<file path="config.mk">
export PLATFORM = sky130hd
export DESIGN_NAME = isl_cell
export DESIGN_NICKNAME = d
export VERILOG_FILES = /design/src/rtl/isl_pkg.sv /design/src/rtl/isl_cell.sv
export SDC_FILE = /design/constraint.sdc
export NUM_CORES = 1
export LEC_CHECK = 0
export ABC_CLOCK_PERIOD_IN_PS = 3400
export BUFFER_PORTS_ARGS = -buffer_cell sky130_fd_sc_hd__buf_2
export CAP_MARGIN = 0
export CORE_ASPECT_RATIO = 0.8
export CORE_MARGIN = 2
export CORE_UTILIZATION = 42
export CTS_CLUSTER_SIZE = 30
export DETAILED_ROUTE_END_ITERATION = 8
export PLACE_DENSITY = 0.79
export SLEW_MARGIN = 10
export SYNTH_ARGS = -nofsm -noshare
export SYNTH_HDL_FRONTEND = slang
export SYNTH_SLANG_ARGS = --single-unit
export TNS_END_PERCENT = 50
</file>
<file path="constraint.sdc">
create_clock -name clk -period 3.4 [get_ports clk]
set_clock_uncertainty 0.1 [all_clocks]
set_input_delay 0.51 -clock clk [delete_from_list [all_inputs] [get_ports clk]]
set_output_delay 0.51 -clock clk [all_outputs]
set_load 0.1 [all_outputs]
</file>
<file path="src/rtl/isl_pkg.sv">
package isl_pkg;

  localparam int CAPACITY    = 64;
  localparam int VALUE_WIDTH = 32;
  localparam int IDX_W       = $clog2(CAPACITY);
  localparam int CNT_W       = $clog2(CAPACITY + 1);
  localparam int GROUP_SIZE  = 8;
  localparam int GROUPS      = CAPACITY / GROUP_SIZE;
  localparam int GSEL_W      = $clog2(GROUP_SIZE);
  localparam int GIDX_W      = $clog2(GROUPS);

  typedef logic signed [VALUE_WIDTH-1:0] value_t;
  typedef logic [CNT_W-1:0] count_t;

  typedef enum logic [2:0] {
    OP_PUSH_FRONT = 3'd0,
    OP_PUSH_BACK  = 3'd1,
    OP_POP_FRONT  = 3'd2,
    OP_POP_BACK   = 3'd3,
    OP_INSERT     = 3'd4,
    OP_REMOVE     = 3'd5,
    OP_FIND       = 3'd6,
    OP_NONE       = 3'd7
  } op_t;

  typedef enum logic [1:0] {
    ST_DONE  = 2'd0,
    ST_FULL  = 2'd1,
    ST_RANGE = 2'd2
  } status_t;

  typedef struct packed {
    logic [2:0] operation;
    logic [6:0] position;
    value_t     value;
  } isl_in_t;

  typedef struct packed {
    logic [1:0] status;
    logic [6:0] found_position;
    logic [6:0] element_total;
    value_t     front_value;
    value_t     back_value;
    logic       ends_valid;
  } isl_out_t;

  typedef struct packed {
    logic   ins;
    logic   rem;
    count_t pos;
    count_t count;
  } isl_ctrl_t;

endpackage

</file>
<file path="src/rtl/isl_cell.sv">
module isl_cell (
  input  logic               clk,
  input  isl_pkg::isl_ctrl_t ctrl,
  input  isl_pkg::count_t    cell_idx,
  input  isl_pkg::value_t    new_value,
  input  isl_pkg::value_t    left_value,
  input  isl_pkg::value_t    right_value,
  input  isl_pkg::value_t    key,
  output isl_pkg::value_t    value,
  output logic               hit
);
  import isl_pkg::*;

  value_t value_r;
  value_t value_nxt;

  // An insert opens a gap at the position by moving the occupied cells above it up by one;
  // a removal closes the gap by moving them down.
  always_comb begin
    value_nxt = value_r;
    if (ctrl.ins) begin
      if (cell_idx == ctrl.pos) begin
        value_nxt = new_value;
      end else if (cell_idx > ctrl.pos && cell_idx <= ctrl.count) begin
        value_nxt = left_value;
      end
    end else if (ctrl.rem) begin
      if (cell_idx >= ctrl.pos && (cell_idx + count_t'(1)) < ctrl.count) begin
        value_nxt = right_value;
      end
    end
  end

  always_ff @(posedge clk) begin
    value_r <= value_nxt;
  end

  assign value = value_r;
  assign hit   = (value_r == key) && (cell_idx < ctrl.count);

endmodule

</file>
==> results.py <==
metrics = {
    "status": {
        "status": "finished, final reports clean",
    },
    "timing": {
        "whs_ps": 453.3,
        "rsz0062_at_grt": "no",
        "setup_viol": 0,
        "finalCritPeriodShare_pct": 84.38,
        "finalCriticalPeriod_ps": 2869,
        "slew_headroom_pct": 62.25,
        "finalHoldViolCount": 0,
        "tightest_slew_ps": 566.3,
        "final-max-slew-violation-count": 0,
        "fin_setup_tns_ps": 0,
        "max_clock_freq_mhz": 348.5,
    },
    "worst_setup_path": {
        "cp.arrival_ps": 2260,
        "critical_path.max_stage_delay_ps": 450,
        "crit_required_ps": 2790,
        "critPathLaunchType": "primary input",
        "crit_top_cell": "buf_2",
        "crit_chain": "buf_2, ha_1, a211oi_1, nor2_1, or3_1, nor3_2, buf_2",
        "cp_max_fo": 4,
        "end_kind": "output pin",
        "crit_slowest_cell": "buf_2",
        "crit_type": "in2out",
    },
    "hold_path": {
        "holdPathStages": 3,
        "hp-class": "in2reg",
        "holdCritStartpoint": "right_value[13]",
        "hold_end": "value[13]",
    },
    "die": {
        "io_pins": 185,
        "placementRows": 25,
        "core_area_sq_um": 5912,
        "die-area_sq_um": 6799,
        "die_w_um": 91.69,
        "die_h_um": 74.15,
        "start_util_pct": 43.70,
    },
    "cells_and_area": {
        "final_cell_mix": "buf_2, a21oi_1, nor2_1, xor2_1",
        "final_common_cell": "buf_2",
        "n_antenna_cell": 0,
        "drive_above_1_share_pct": 44.82,
        "largest_reg_flops": 32,
        "fin_nets": 617,
        "syn2layout_area_growth_pct": 42.37,
    },
    "clock_network": {
        "hold_buffers": 0,
        "cts_max_path_buffers": 2,
        "cts_sinks": 32,
        "numCtsBuffers": 5,
        "h-tree-depth": 2,
        "postCtsSetupBuffers": 0,
        "cts_tree": "yes",
        "postCtsResizedCells": 0,
        "cts-root-buf": "clkbuf_8",
        "clk_pin_slew_worst_paths_ps": 70,
    },
    "global_routing": {
        "gr-usage-all-layers_pct": 22.29,
        "antenna_found_initial": 0,
        "grt_first_pass_wirelength_mm": 11.63,
        "gr-total-overflow": 0,
        "first_global_vias": 2455,
        "grt_max_degree": 39,
    },
    "power_and_ir_drop": {
        "vdd_drop_max_mv": 0.3028,
        "cellLeakagePower_nw": 1.747,
        "power_density_nw_per_um2": 450.2,
    },
    "drt": {
        "vias_per_cell": 4.872,
        "drt-total-wl_mm": 7.797,
        "drt-pass1-iter-count": 4,
        "ant_nets": 0,
        "routed-via-count": 2558,
        "drc": 0,
        "drt_iter0_markers": 52,
        "wl_per_cell_um": 14.85,
    },
    "yosys": {
        "avgSynthCellArea_sq_um": 10.01,
        "yosys_warnings": 0,
        "yosysSeqAreaShare_pct": 37.19,
        "syn-num-nets": 432,
        "ys_ff_latch": 32,
        "ys_types": 29,
        "syn_area_sq_um": 2584,
        "syn_inst": 258,
    },
    "placed_design": {
        "port_buffers": 184,
        "gp_congestion": 0.8589,
        "dp_hpwl_mm": 6.675,
    },
    "job": {
        "drv_cap": 0,
    },
}
==> worst max-delay path, delay by kind of cell <==
family / cells / cell delay [ps]
compound gates: 1 / 240
fa+ha+maj: 1 / 290
buf+inv: 2 / 590
simple gates: 3 / 640
==> cells by family (layout without fill, tap and decap cells) <==
kind of cell	count (synthesis)	count (layout)	share of synthesized area, %
AND/OR/NAND/NOR	67	67	12.59
AO/OA/AOI/OAI	45	45	9.395
XOR/XNOR	37	37	12.54
multiplexers	32	32	12.40
flip-flops	32	32	37.19
buffers and inverters	23	209	5.230
adder cells (fa/ha/maj)	22	22	10.65
==> per-layer routing <==
metal | vias up | share of wire (%) | GRT usage (%) | routed length, um
met5 | - | 0 | 0 | 0
met4 | 0 | 0.69 | 4.478 | 54
met2 | 99 | 47 | 37.01 | 3636
met1 | 1147 | 46 | 30.21 | 3586
met3 | 4 | 6.7 | 5.572 | 519
li1 | 1308 | - | - | -
==> per-stage QoR <==
step                setup slack, ps  cells  total power, mW  utilization, %  instance area [sq um]
floorplan                     83.12    258            1.104               -                   2589
global placement              517.3    517            1.303           60.34                   3567
detailed placement            533.4    517            1.312           60.34                   3567
CTS                           526.1    525            1.670           62.22                   3679
global route                  399.2    525            1.730           62.22                   3679
finish                        530.9    525            1.656           62.22                   3679
==> power breakdown <==
part | switching (mW) | total, mW | internal (mW)
registers | 0.0390 | 0.545 | 0.506
clock network | 0.136 | 0.352 | 0.217
logic | 0.572 | 0.759 | 0.187
==> final cells by class <==
cell class / instances / area (sq um)
clock inverters: 3 / 42.54
fillers: 524 / 2233
clock buffers: 5 / 68.82
multi-input cells: 203 / 1493
well taps: 81 / 101.3
repair buffers: 188 / 963.4
flip-flops and latches: 32 / 960.9
inverters: 13 / 48.80
==> worst max path at each step <==
stage | start | endpoint | cells after the start
floorplan | value[28] | hit | 4
global placement | ctrl[4] | hit | 8
detailed placement | ctrl[4] | hit | 8
CTS | ctrl[4] | hit | 8
global route | ctrl[4] | hit | 8
finish | cell_idx[4] | hit | 7
==> cell usage after synthesis <==
| cell type | n | area, sq um |
|---|---|---|
| a21oi_1 | 37 | 185.2 |
| nor2_1 | 36 | 135.1 |
| xor2_1 | 33 | 289.0 |
| edfxtp_1 | 32 | 960.9 |
| mux2i_1 | 32 | 320.3 |
| ha_1 | 22 | 275.3 |
| inv_1 | 13 | 48.80 |
| nand3_1 | 9 | 45.04 |
| nor4_1 | 8 | 50.05 |
| clkbuf_1 | 6 | 22.52 |
| xnor2_1 | 4 | 35.03 |
| buf_12 | 3 | 60.06 |
| nand4_1 | 3 | 18.77 |
| a211oi_1 | 2 | 15.01 |
| nand2_1 | 2 | 7.510 |
| nand3b_1 | 2 | 15.01 |
| o21ai_0 | 2 | 10.01 |
| a21o_1 | 1 | 7.510 |
| a31oi_1 | 1 | 6.260 |
| and3_1 | 1 | 6.260 |
| buf_1 | 1 | 3.750 |
| nand2b_1 | 1 | 6.260 |
| nand4_2 | 1 | 12.51 |
| nor2_4 | 1 | 11.26 |
| nor2b_1 | 1 | 6.260 |
| nor3_1 | 1 | 5.000 |
| o2111ai_1 | 1 | 8.760 |
| o211a_1 | 1 | 10.01 |
| or3_1 | 1 | 6.260 |
No activity file was read; power rests on OpenSTA's default activity.
