<file path="src/rtl/isl_pkg.sv">
package isl_pkg;

  localparam int CAPACITY    = 64;
  localparam int VALUE_WIDTH = 32;
  localparam int IDX_W       = $clog2(CAPACITY);
  localparam int CNT_W       = $clog2(CAPACITY + 1);
  localparam int GROUP_SIZE  = 8;
  localparam int GROUPS      = CAPACITY / GROUP_SIZE;
  localparam int GSEL_W      = $clog2(GROUP_SIZE);
  localparam int GIDX_W      = $clog2(GROUPS);

  typedef logic signed [VALUE_WIDTH-1:0] value_t;
  typedef logic [CNT_W-1:0] count_t;

  typedef enum logic [2:0] {
    OP_PUSH_FRONT = 3'd0,
    OP_PUSH_BACK  = 3'd1,
    OP_POP_FRONT  = 3'd2,
    OP_POP_BACK   = 3'd3,
    OP_INSERT     = 3'd4,
    OP_REMOVE     = 3'd5,
    OP_FIND       = 3'd6,
    OP_NONE       = 3'd7
  } op_t;

  typedef enum logic [1:0] {
    ST_DONE  = 2'd0,
    ST_FULL  = 2'd1,
    ST_RANGE = 2'd2
  } status_t;

  typedef struct packed {
    logic [2:0] operation;
    logic [6:0] position;
    value_t     value;
  } isl_in_t;

  typedef struct packed {
    logic [1:0] status;
    logic [6:0] found_position;
    logic [6:0] element_total;
    value_t     front_value;
    value_t     back_value;
    logic       ends_valid;
  } isl_out_t;

  typedef struct packed {
    logic   ins;
    logic   rem;
    count_t pos;
    count_t count;
  } isl_ctrl_t;

endpackage

</file>
<file path="src/rtl/isl_first.sv">
module isl_first (
  input  logic [isl_pkg::CAPACITY-1:0] hits,
  output logic                         any,
  output logic [isl_pkg::IDX_W-1:0]    first
);
  import isl_pkg::*;

  logic [GROUPS-1:0]     grp_any;
  logic [GSEL_W-1:0]     grp_sel [GROUPS];
  logic [GIDX_W-1:0]     grp_first;

  always_comb begin
    for (int g = 0; g < GROUPS; g++) begin
      grp_any[g] = |hits[g*GROUP_SIZE +: GROUP_SIZE];
      grp_sel[g] = '0;
      for (int b = GROUP_SIZE - 1; b >= 0; b--) begin
        if (hits[g*GROUP_SIZE + b]) begin
          grp_sel[g] = GSEL_W'(b);
        end
      end
    end
    grp_first = '0;
    for (int g = GROUPS - 1; g >= 0; g--) begin
      if (grp_any[g]) begin
        grp_first = GIDX_W'(g);
      end
    end
  end

  assign any   = |grp_any;
  assign first = IDX_W'({grp_first, grp_sel[grp_first]});

endmodule

</file>
<file path="config.mk">
export PLATFORM = sky130hd
export DESIGN_NAME = isl_first
export DESIGN_NICKNAME = d
export VERILOG_FILES = /design/src/rtl/isl_pkg.sv /design/src/rtl/isl_first.sv
export SDC_FILE = /design/constraint.sdc
export NUM_CORES = 1
export LEC_CHECK = 0
export BUFFER_PORTS_ARGS = -buffer_cell sky130_fd_sc_hd__buf_4
export CAP_MARGIN = 20
export CORE_MARGIN = 2
export CORE_UTILIZATION = 36
export DETAILED_ROUTE_END_ITERATION = 12
export PLACE_DENSITY = 0.75
export SETUP_SLACK_MARGIN = 0.15
export SLEW_MARGIN = 0
export SYNTH_ARGS = -nofsm -noshare
export SYNTH_HDL_FRONTEND = slang
export SYNTH_SLANG_ARGS = --single-unit
</file>
<file path="constraint.sdc">
create_clock -name vclk -period 1.75
set_input_delay 0.175 -clock vclk [all_inputs]
set_output_delay 0.175 -clock vclk [all_outputs]
set_load 0.01 [all_outputs]
</file>
==> results of run 1 <==
==> what timing repair did <==
action | 4_1_cts | 5_1_grt
setup endpoints to repair | 7 | 7
buffers inserted | 4 | 4
pin swaps | 9 | 2
hold endpoints to repair | 0 | 0
gates resized for setup | 26 | 6
==> through the flow <==
step	total power [mW]	instance area [sq um]	setup TNS (ns)	utilization
5_1_grt	0.4458	2374	-2.637	0.8758
4_1_cts	0.3934	2312	-1.851	0.8532
3_3_place_gp	0.3545	2148	-1.904	0.7927
3_5_place_dp	0.3699	2148	-2.363	0.7927
6_report	0.4217	2374	-2.456	0.8758
2_1_floorplan	0.08186	1021	-0.5650	-
==> worst max-delay path by stage <==
stage,end,slack [ns],startpoint,cells past startpoint
6_report,first[2],-0.56,hits[37],9
2_1_floorplan,first[2],-0.22,hits[34],6
3_3_place_gp,first[0],-0.51,hits[52],9
3_5_place_dp,first[2],-0.55,hits[1],8
5_1_grt,first[2],-0.60,hits[5],8
4_1_cts,first[0],-0.46,hits[37],8
==> report_power, final <==
group | leakage [nW] | switching [mW] | internal, mW | total [mW]
clock network | 0 | 0 | 0 | 0
registers | 0 | 0 | 0 | 0
logic | 1.11 | 0.182 | 0.239 | 0.422
==> layout by cell type, fill, tap and decap left out, drive strengths merged, types with 5 or more instances in the layout <==
master	count
buf	153
nor2	18
a21oi	17
inv	15
nor4	15
nor3	14
or4	6
o21bai	5
a211oi	5
==> worst max-delay path: stages <==
cell,delay [ns]
buf_6,0.09
or4_4,0.59
o211ai_4,0.25
o211ai_4,0.16
buf_6,0.16
buf_4,0.13
a311oi_2,0.33
a211oi_2,0.08
buf_4,0.15
==> area by class of cell <==
type,count,area (sq um),share of cell area
Multi-Input combinational cell,127,1074,0.4523
Inverter,15,56.30,0.02372
Tap cell,31,38.79,0.01634
Timing Repair Buffer,153,1205,0.5076
==> per-layer routing <==
metal,wire length [um],GRT usage,vias to the layer above
li1,-,-,885
met1,2074,0.3320,919
met4,331,0.08306,0
met2,3074,0.6256,137
met3,478,0.03456,44
met5,0,0,-
==> cell families (layout without fill, tap and decap cells) <==
kind of cell,after synthesis,count (layout)
compound gates,50,50
buf+inv,15,168
mux,2,2
simple gates,75,75
==> run_results.csv, run 1 <==
group,metric,value,unit
routing,drt_pass1_iterations,5,
synth,synthMostInstantiatedCell,"nor2_1",
sta,fin_crit_sh,1.318,
floorplan,core-area,2710,sq um
run,timing.max_cap.violations,0,
grt,grt.total_usage,0.3104,
grt,antenna_found_initial,0,
routing,wl_per_cell,18.28,um
setup_path,arrival,2.13,ns
synth,yosys.area_share.xor_xnor,0,
placed_design,place_hpwl,3914,um
sta,fmax,433.6,MHz
grt,grt_overflow_total,0,
floorplan,initial_utilization,0.3721,
sta,finalHoldViolCount,0,
placed_design,gp_congestion,0.9020,
setup_path,required,1.57,ns
setup_path,critPathLaunchType,"input port",
synth,synthTopCellsByCount,"nor2_1 (18), a21oi_1 (16), inv_1 (15)",
routing,drc,0,
power_and_ir_drop,ir_drop,0.1619,mV
floorplan,fp.dieW,56.93,um
sta,slew_violations,0,
layout,antenna_cells,0,
power_and_ir_drop,p_leak,1.110,nW
setup_path,cp-end-kind,"output port",
routing,routed_wl,5958,um
worst_hold_path,whs_path_depth,4,
worst_hold_path,hp-start,"hits[40]",
synth,synth-compound-area-share,0.3821,
floorplan,dieArea,3240,sq um
synth,synth_top_area_share,0.08437,
floorplan,die_y,56.93,um
layout,areaGrowthSynthToFinish,135.4,%
worst_hold_path,min_path_type,"in2out",
floorplan,rows,19,
setup_path,cp_max_fo,6,
power_and_ir_drop,pwr_density_cell,177.7,nW/um^2
synth,synthesis.area,1008,sq um
synth,synth_top_family_by_area,"simple AND/OR/NAND/NOR gates",
routing,vias,1985,
sta,fin_crit,2.306,ns
layout,fill_cells,137,
synth,synth_cells,142,
setup_path,path_class,"in2out",
layout,layout.cells.non_filler,326,
placed_design,io_buffer_count,71,
grt,grt_pass1_wl,8300,um
layout,nNetsFinal,361,
synth,synth.distinct_cells,43,
floorplan,ioPinCount,71,
layout,nClkBuffers,0,
synth,synth_nets,206,
status,status,"complete, but fails checks",
synth,yosysWarnings,0,
grt,grt_pass1_vias,1984,
synth,ys_top_cells_by_area,"nor4_4 (8.4%), a21oi_1 (7.9%), nor4_2 (7.4%)",
placed_design,pre_cts_slack,-0.5492,ns
routing,vias_per_cell,6.089,
cts,ctsHoldBuffers,0,
layout,design.seq.count,0,
placed_design,place.detailed.instances,318,
sta,whs,0.8455,ns
synth,synthAdderAreaFrac,0,
routing,drtIter0Drc,148,
sta,finalSetupViolCount,7,
layout,area.sequential,0,sq um
layout,drive_above_1_share,0.6203,
worst_hold_path,whs_endpoint,"first[0]",
sta,rsz0062_at_grt,"yes",
synth,yosys-mux-area-fraction,0.01985,
sta,tightest_slew,0.4726,ns
status,violations,"setup timing",
sta,slew_headroom,0.6820,
synth,synth-simple-area-share,0.5422,
routing,ant_nets,0,
synth,avgSynthCellArea,7.102,sq um
sta,fin_ws,-0.5564,ns
synth,ys_seq_area_frac,0,
grt,grt_max_degree,8,
synth,synth_top_cell_by_area,"nor4_4",
Power figures use the tool's default switching activity.
==> inputs of run 2 (changes only) <==
REMOVE_ABC_BUFFERS = 1   (was unset)
==> run 2 against run 1 <==
Net effect:
- the flow now stops in global routing (5_1_grt)
- synthesized cell count is the same
- area after synthesis stayed put
==> run_results.csv, run 2 <==
group,metric,value,unit
sta,worst-ep-kind,"primary output",
synth,synth.distinct_cells,43,
floorplan,rows,19,
synth,yosysWarnings,0,
synth,synthMostInstantiatedCell,"nor2_1",
placed_design,place_hpwl,3749,um
synth,synth_top_area_share,0.08437,
placed_design,pre_cts_slack,-0.5082,ns
placed_design,io_buffer_count,71,
floorplan,fp.dieW,56.93,um
synth,avgSynthCellArea,7.102,sq um
status,firstError,"[ERROR DPL-0033] detailed placement checks failed during check placement.",
sta,worstEndpointGrtRepair,"first[2]",
synth,synthesis.area,1008,sq um
synth,synthTopCellsByCount,"nor2_1 (18), a21oi_1 (16), inv_1 (15)",
synth,ys_seq_area_frac,0,
synth,ys_top_cells_by_area,"nor4_4 (8.4%), a21oi_1 (7.9%), nor4_2 (7.4%)",
grt,antenna_found_initial,0,
status,status,"aborted with a tool error",
placed_design,gp_congestion,0.9168,
floorplan,initial_utilization,0.3721,
floorplan,ioPinCount,71,
floorplan,die_y,56.93,um
status,stop_stage,"global routing (5_1_grt)",
synth,synth_cells,142,
grt,grt_max_degree,5,
synth,synth_top_cell_by_area,"nor4_4",
==> run 2: logic make-up after synthesis <==
group,count (synthesis),share of synthesized area
AOI/OAI and AO/OA,50,0.3821
buffers and inverters,15,0.05583
muxes,2,0.01985
and+or+nand+nor,75,0.5422
==> run 2: per-stage QoR <==
stage	std cells	setup TNS [ns]	hold slack, ns	cell area (sq um)
2_1_floorplan	142	-0.6937	0.5743	1008
4_1_cts	328	-1.913	0.9126	2364
3_3_place_gp	319	-1.932	0.8782	2143
3_5_place_dp	319	-2.084	0.8894	2143
==> run 2: timing repair <==
item,4_1_cts
setup endpoints to repair,7
setup buffers,9
cloned,0
pin swaps,18
resized for setup,31
hold buffers,0
==> inputs of run 3 (changes only) <==
CORE_UTILIZATION = 21   (was 36)
PLACE_DENSITY = unset   (was 0.75)
PLACE_DENSITY_LB_ADDON = 0.15   (was unset)
SETUP_SLACK_MARGIN = unset   (was 0.15)
clock period = 2.3 ns   (was 1.75 ns; I/O delays follow)
==> run 3 against run 2 <==
Net effect:
- the flow now finishes, with violations (setup timing)
==> run_results.csv, run 3 (synthesis results as in run 1) <==
group,metric,value,unit
power_and_ir_drop,ir_drop,0.05629,mV
floorplan,die_y,73.30,um
floorplan,ioPinCount,71,
layout,drive_above_1_share,0.5836,
run,timing.max_cap.violations,0,
setup_path,crit_path_end,"first[1]",
floorplan,dieArea,5373,sq um
setup_path,worst-path-stages,10,
grt,grt_pass1_wl,6285,um
placed_design,gp_congestion,0.7535,
setup_path,crit_top_cell,"buf_4",
layout,design.seq.count,0,
grt,antenna_found_initial,0,
worst_hold_path,min_path_type,"in2out",
layout,nNetsFinal,335,
grt,grt_max_degree,6,
layout,fin_area,2142,sq um
routing,vias,1578,
floorplan,initial_utilization,0.2149,
routing,vias_per_cell,4.885,
floorplan,fp.dieW,73.30,um
sta,slew_headroom,0.7573,
layout,final_cell_mix,"buf_4 (117), nor2_1 (18), a21oi_1 (16)",
status,violations,"setup timing",
setup_path,cp_num_buf_inv,4,
sta,tightest_slew,0.3595,ns
layout,nClkBuffers,0,
setup_path,cp_max_fo,5,
sta,slew_violations,0,
layout,final_core_util,0.4565,
layout,layout_commonest_cell,"buf_4",
routing,routed_wl,3898,um
placed_design,io_buffer_count,71,
sta,fin_tns_setup,-0.1466,ns
setup_path,path_class,"in2out",
grt,grt_pass1_vias,1511,
floorplan,core-area,4692,sq um
sta,fin_crit_sh,1.025,
sta,fmax,424.1,MHz
routing,wl_per_cell,12.07,um
floorplan,rows,25,
setup_path,critPathLaunchType,"input port",
status,status,"complete, but fails checks",
setup_path,arrival,2.13,ns
grt,grt_overflow_total,0,
sta,finalSetupViolCount,3,
setup_path,required,2.07,ns
layout,antenna_cells,0,
placed_design,place_hpwl,3415,um
routing,ant_nets,0,
setup_path,max_stage_delay,0.52,ns
power_and_ir_drop,p_leak,0.9825,nW
sta,rsz0062_at_grt,"yes",
sta,fin_ws,-0.05799,ns
routing,drt_pass1_iterations,4,
setup_path,cp-end-kind,"output port",
sta,fin_crit,2.358,ns
grt,grt.total_usage,0.1391,
layout,area.sequential,0,sq um
layout,areaGrowthSynthToFinish,112.4,%
setup_path,cp_top_family,"compound AO/OA/AOI/OAI gates",
setup_path,startpoint,"hits[48]",
cts,ctsHoldBuffers,0,
routing,drc,0,
sta,whs,0.9508,ns
sta,finalHoldViolCount,0,
placed_design,pre_cts_slack,-0.1107,ns
setup_path,path_cells,"buf_4, or4_4, a211oi_2, buf_4, o211ai_4, buf_6, mux2i_1, a211oi_1, a21oi_1, buf_4",
placed_design,place_area,1977,sq um
setup_path,critPathSlowestCell,"or4_4",
power_and_ir_drop,pwr_density_cell,122.4,nW/um^2
routing,drtIter0Drc,31,
==> run 3: cell type report <==
| type | count | area, sq um |
|---|---|---|
| Multi-Input combinational cell | 127 | 1023 |
| Tap cell | 54 | 67.56 |
| Timing Repair Buffer | 127 | 994.7 |
| Inverter | 15 | 56.30 |
| Fill cell | 488 | 2550 |
==> run 3: worst min-delay path by stage <==
stage / slack, ns / start / endpoint / depth (start not counted)
2_1_floorplan: 0.68 / hits[2] / first[3] / 3
3_3_place_gp: 0.96 / hits[40] / first[0] / 4
3_5_place_dp: 0.95 / hits[40] / first[0] / 4
4_1_cts: 0.95 / hits[40] / first[0] / 4
5_1_grt: 0.97 / hits[40] / first[0] / 4
6_report: 0.95 / hits[40] / first[0] / 4
==> run 3: per-layer routing <==
| metal | GRT usage | up-vias | part of all wire |
|---|---|---|---|
| li1 | - | 831 | - |
| met1 | 0.1885 | 710 | 0.46 |
| met2 | 0.2573 | 37 | 0.49 |
| met3 | 0.008230 | 0 | 0.054 |
| met4 | 0 | 0 | 0 |
| met5 | 0 | - | 0 |
==> run 3: repair_timing <==
item	CTS	global route
pin swaps	11	6
endpoints found under the hold margin	0	0
setup buffers	5	2
resized for setup	15	8
setup endpoints to repair	3	3
==> run 3: stage by stage <==
stage	power [mW]	cells
2_1_floorplan	0.06189	142
3_3_place_gp	0.2452	316
3_5_place_dp	0.2455	316
4_1_cts	0.2595	321
5_1_grt	0.2862	323
6_report	0.2623	323
==> run 3: where the power goes <==
part	internal (mW)	switching, mW
Combinational	0.156	0.107
Sequential	0	0
Clock	0	0
Total	0.156	0.107
